`config.mk`:
```
export PLATFORM = sky130hd
export DESIGN_NAME = nps_dist
export DESIGN_NICKNAME = d
export VERILOG_FILES = /design/src/rtl/nearest_point_search_defines.svh /design/src/rtl/nps_pkg.sv /design/src/rtl/nps_dist.sv
export SDC_FILE = /design/constraint.sdc
export NUM_CORES = 2
export LEC_CHECK = 0
export ABC_AREA = 1
export BUFFER_PORTS_ARGS = -buffer_cell sky130_fd_sc_hd__buf_2
export CAP_MARGIN = 25
export CELL_PAD_IN_SITES_DETAIL_PLACEMENT = 1
export CELL_PAD_IN_SITES_GLOBAL_PLACEMENT = 1
export CORE_ASPECT_RATIO = 0.5
export CORE_MARGIN = 2
export CORE_UTILIZATION = 42
export CTS_BUF_LIST = sky130_fd_sc_hd__clkbuf_4 sky130_fd_sc_hd__clkbuf_8 sky130_fd_sc_hd__clkbuf_16
export DETAILED_ROUTE_END_ITERATION = 10
export GPL_ROUTABILITY_DRIVEN = 0
export PLACE_DENSITY = 0.82
export SKIP_CTS_REPAIR_TIMING = 1
export SYNTH_ARGS = -nofsm -noshare
export SYNTH_HDL_FRONTEND = slang
export SYNTH_SLANG_ARGS = --single-unit
export TNS_END_PERCENT = 1
```
`constraint.sdc`:
```
create_clock -name clk -period 5.7 [get_ports clk]
set_input_delay 1.71 -clock clk [delete_from_list [all_inputs] [get_ports clk]]
set_output_delay 1.71 -clock clk [all_outputs]
set_load 0.02 [all_outputs]
```
`src/rtl/nearest_point_search_defines.svh`:
```
// Assertion macros for the nearest point search block.
// Included by the top level; no other dependencies.
`ifndef NEAREST_POINT_SEARCH_DEFINES_SVH
`define NEAREST_POINT_SEARCH_DEFINES_SVH
`ifndef SYNTHESIS
// Same-cycle implication, disabled while reset is asserted.
`define NPS_ASSERT_IMP(label, clk, rst_n, ante, cons) \
	label: assert property (@(posedge clk) disable iff (!(rst_n)) (ante) |-> (cons)) \
		else $error("nearest_point_search assertion failed");
// Next-cycle implication, disabled while reset is asserted.
`define NPS_ASSERT_NXT(label, clk, rst_n, ante, cons) \
	label: assert property (@(posedge clk) disable iff (!(rst_n)) (ante) |=> (cons)) \
		else $error("nearest_point_search assertion failed");
`else
`define NPS_ASSERT_IMP(label, clk, rst_n, ante, cons)
`define NPS_ASSERT_NXT(label, clk, rst_n, ante, cons)
`endif
`endif

```
`src/rtl/nps_pkg.sv`:
```
// Shared types, codes and helpers for the nearest point search block.
// Used by every module in the rtl folder; has no dependencies.
package nps_pkg;

	localparam int COORD_BITS = 20;
	localparam int LIM_W      = 20;
	localparam int DIFF_W     = COORD_BITS + 1;
	localparam int DIST_W     = 2 * DIFF_W;
	localparam int IDX_OUT_W  = 6;

	localparam logic [1:0] CMD_CLEAR  = 2'd0;
	localparam logic [1:0] CMD_APPEND = 2'd1;
	localparam logic [1:0] CMD_PRI    = 2'd2;
	localparam logic [1:0] CMD_EXT    = 2'd3;

	localparam logic [1:0] STS_OK    = 2'd0;
	localparam logic [1:0] STS_FULL  = 2'd1;
	localparam logic [1:0] STS_EMPTY = 2'd2;

	localparam logic [LIM_W-1:0] LIM_RESET = LIM_W'(16000);

	typedef logic signed [COORD_BITS-1:0] coord_t;
	typedef logic signed [DIFF_W-1:0]     diff_t;
	typedef logic [DIST_W-1:0]            dist_t;
	typedef logic [LIM_W-1:0]             lim_t;

	typedef struct packed {
		logic [1:0] cmd;
		coord_t     pos_x;
		coord_t     pos_y;
		coord_t     pos_z;
		coord_t     ext_x;
		coord_t     ext_y;
		coord_t     ext_z;
	} req_item_t;

	typedef struct packed {
		logic [IDX_OUT_W-1:0] index;
		logic                 found;
		logic [1:0]           status;
	} res_item_t;

	typedef struct packed {
		coord_t x;
		coord_t y;
		coord_t z;
	} point_t;

	typedef struct packed {
		point_t pri;
		point_t ext;
	} entry_t;

	typedef struct packed {
		diff_t x;
		diff_t y;
		diff_t z;
	} vec_t;

	// Tag that travels with each operand set through the table read and the distance unit.
	typedef struct packed {
		logic valid;
		logic last;
		logic is_lim;
	} scan_tag_t;

	function automatic diff_t sext(input coord_t v);
		return {v[COORD_BITS-1], v};
	endfunction

endpackage

```
`src/rtl/nps_dist.sv`:
```
// Pipelined squared-distance unit: difference, square and sum in three stages.
// Depends on nps_pkg for the vector, distance and tag types.
module nps_dist #(
	parameter int IDX_W = 6
) (
	input  logic               clk,
	input  logic               arst_n,
	input  nps_pkg::scan_tag_t in_tag,
	input  logic [IDX_W-1:0]   in_idx,
	input  nps_pkg::vec_t      a,
	input  nps_pkg::vec_t      b,
	output nps_pkg::scan_tag_t out_tag,
	output logic [IDX_W-1:0]   out_idx,
	output nps_pkg::dist_t     dist_sum
);
	import nps_pkg::*;

	vec_t       d_s1;
	dist_t      sq_x_s2, sq_y_s2, sq_z_s2;
	dist_t      dist_s3;
	scan_tag_t  tag_s1, tag_s2, tag_s3;
	logic [IDX_W-1:0] idx_s1, idx_s2, idx_s3;
	logic signed [DIST_W-1:0] p_x, p_y, p_z;

	// Callers keep every difference inside DIFF_W bits, so the truncation is exact.
	assign p_x = d_s1.x * d_s1.x;
	assign p_y = d_s1.y * d_s1.y;
	assign p_z = d_s1.z * d_s1.z;

	always_ff @(posedge clk) begin
		d_s1.x  <= DIFF_W'(a.x - b.x);
		d_s1.y  <= DIFF_W'(a.y - b.y);
		d_s1.z  <= DIFF_W'(a.z - b.z);
		idx_s1  <= in_idx;
		sq_x_s2 <= dist_t'(unsigned'(p_x));
		sq_y_s2 <= dist_t'(unsigned'(p_y));
		sq_z_s2 <= dist_t'(unsigned'(p_z));
		idx_s2  <= idx_s1;
		// Three squares of at most 2^40 each cannot carry out of DIST_W bits.
		dist_s3 <= sq_x_s2 + sq_y_s2 + sq_z_s2;
		idx_s3  <= idx_s2;
	end

	always_ff @(posedge clk or negedge arst_n) begin
		if (!arst_n) begin
			tag_s1 <= '0;
			tag_s2 <= '0;
			tag_s3 <= '0;
		end else begin
			tag_s1 <= in_tag;
			tag_s2 <= tag_s1;
			tag_s3 <= tag_s2;
		end
	end

	assign out_tag  = tag_s3;
	assign out_idx  = idx_s3;
	assign dist_sum = dist_s3;

endmodule

```
==> out/qor.yml <==
core_area_sq_um: 143000
syn_inst: 7722
hold_path_end: "out_idx[1]"
netlist_area_sq_um: 61000
dp.final_hpwl_mm: 190
rrSetupSlack_ns: -1.72
dr.pass1.iters: 6
timing.rr.end: "sq_z_s2[40]"
synth_async_sr_flop_share_pct: 3.53
worstHoldPathType: "flip-flop to flip-flop"
antenna_found_initial: 13
drt-total-wl_mm: 274
worstPathArrival_ns: 7.97
nets: 10600
violations: "setup timing"
finalCritPeriodShare_pct: 130
grt_pass1_vias: 64900
drv_slew: 0
clkLatencyLatePin_ns: 0.69
clock_path_buffers: 3
drtIter0Drc: 5245
cp-start-kind: "flip-flop"
cts-htree-levels: 2
area_delta_synth_final_pct: 21.5
cts_made_buffers: 34
worst_path_most_repeated_cell: "fa_1"
via_per_inst: 5.60
status: "finished, violations left"
hold_ws_ns: 0.325
rows: 98
min_from: "idx_s2[1]"
layout_commonest_cell: "inv_1"
track_usage_pct: 30.9
start_util_pct: 42.5
synth_seq_cells: 255
worst_slew_pin_slew_ns: 0.925
hold_viol: 0
seq_area_sq_um: 5210
drv_cap: 0
rsz0062_at_grt: "true"
avgSynthCellArea_sq_um: 7.90
yosysWarnings: 0
cts.sink_count: 255
dr_total_vias: 59400
grt_max_degree: 21
cts-root-buf: "clkbuf_16"
setup_viol: 93
crit_type: "flip-flop to flip-flop"
layout_common_cells: "2,336 x inv_1, 1,748 x nand2_1, 1,247 x fa_1, 799 x buf_4, 415 x ha_1"
synth-seq-area-share_pct: 8.45
min_path_cells: 0
fin_ws_ns: -1.72
cts_tree: "built"
synth_flop_cell: "dfxtp_1"
die_width_um: 543
wl_per_cell_um: 25.8
crit_required_ns: 6.25
min_period_ns: 7.42
io_buffers: 187
grt_remaining_overflow: 0
top_level_ports: 188
drive_above_1_share_pct: 18.8
synth.distinct_cells: 42
ant_nets: 0
worstRegToRegCells: 25
worstPathMaxFanout: 10
multiInputGateArea_sq_um: 48100
crit_slowest_cell: "dfxtp_1"
path_clk_slew_ns: 0.09
r2r-start: "d_s1[0]"
die-area_sq_um: 148000
end_kind: "flip-flop"
skew_ns: 0.0751
critPathMaxStageDelay_ns: 0.77
grt_first_pass_wirelength_mm: 356
dpl_worst_slack_ns: -0.793
synth_enable_flop_cells: 0
nFillCells: 17500
slew-limit-headroom_pct: 38.3
drc: 0
die_h_um: 273
fmax_mhz: 135
area by class of cell:
class / count / share of cell area (%)
multi-input combinational: 4955 / 64.9
tap: 1900 / 3.21
clock buffer: 41 / 1.26
clock inverter: 21 / 0.339
antenna: 9 / 0.0304
timing repair buffer: 1058 / 11.1
sequential: 255 / 7.03
inverter: 2379 / 12.1
stage by stage:
stage	cells	utilization, %	area [sq um]	setup TNS (ns)
floorplan	7724	-	61300	-1.00
global placement	10500	49.5	71100	-28.52
detailed placement	10500	49.5	71100	-48.22
CTS	10600	50.4	72200	-58.49
global route	10600	51.6	74100	-84.62
finish	10600	51.6	74100	-76.21
per-layer routing:
metal	part of all wire (%)	up-vias	GRT usage [%]
li1	-	24000	-
met1	33	29500	34.3
met2	47	3982	55.9
met3	10	1938	5.64
met4	9.5	8	17.7
met5	0.032	-	0
synthesized netlist by cell type (all sizes together), types with 2 or more instances:
library cell	count	area share, %
nor3b	7	0.14
xnor2	53	0.76
a21o	19	0.23
buf	11	0.072
nor3	50	0.53
and2	2	0.021
fa	1287	42
or2	13	0.13
dfrtp	9	0.37
a21boi	11	0.16
nand4	50	0.51
a31o	7	0.10
ha	480	9.9
a21oi	205	1.7
nand2	1844	11
xor2	133	1.9
o21bai	45	0.56
nor2	400	2.6
dfxtp	246	8.1
o21ai	90	0.77
nand3	225	1.9
o21a	7	0.086
clkbuf	124	0.76
nand3b	22	0.29
inv	2379	15
logic make-up (layout without fill, tap and decap cells):
group | after synthesis | count (layout) | share of synthesized area [%]
flip-flops | 255 | 255 | 8.45
adder cells (fa/ha/maj) | 1767 | 1767 | 52.1
buffers and inverters | 2514 | 3499 | 15.5
other | 1 | 12 | 0.00615
XOR/XNOR | 186 | 186 | 2.67
AND/OR/NAND/NOR | 2614 | 2614 | 17.7
AO/OA/AOI/OAI | 385 | 385 | 3.63
flip-flops by register name (all words and copies together) (netlist names):
register,count
tag_s1,3
d_s1,63
tag_s2,3
out_tag,3
idx_s2,6
dist_sum,42
sq_y_s2,41
sq_z_s2,41
idx_s1,6
out_idx,6
sq_x_s2,41
worst max-delay path: cells and delay by family, from the launching register on:
kind | cells | cell delay [ns]
fa+ha+maj | 8 | 3.84
buf+inv | 8 | 0.99
simple gates | 9 | 1.65
flops | 1 | 0.77
worst max-delay path by stage:
| stage | from | end | slack [ns] | cells past startpoint |
|---|---|---|---|---|
| after CTS | d_s1[2] | sq_z_s2[25] | -0.92 | 22 |
| final | d_s1[0] | sq_z_s2[40] | -1.72 | 25 |
| after global placement | d_s1[25] | sq_y_s2[34] | -0.59 | 27 |
| after global routing | d_s1[0] | sq_z_s2[40] | -2.09 | 27 |
| after floorplan | d_s1[5] | sq_z_s2[41] | -0.05 | 26 |
| after detailed placement | d_s1[38] | sq_y_s2[38] | -0.79 | 26 |
Power is left out: the tool's default activity adds up to more than one toggle a clock period on the data nets, which glitch-free logic cannot reach.
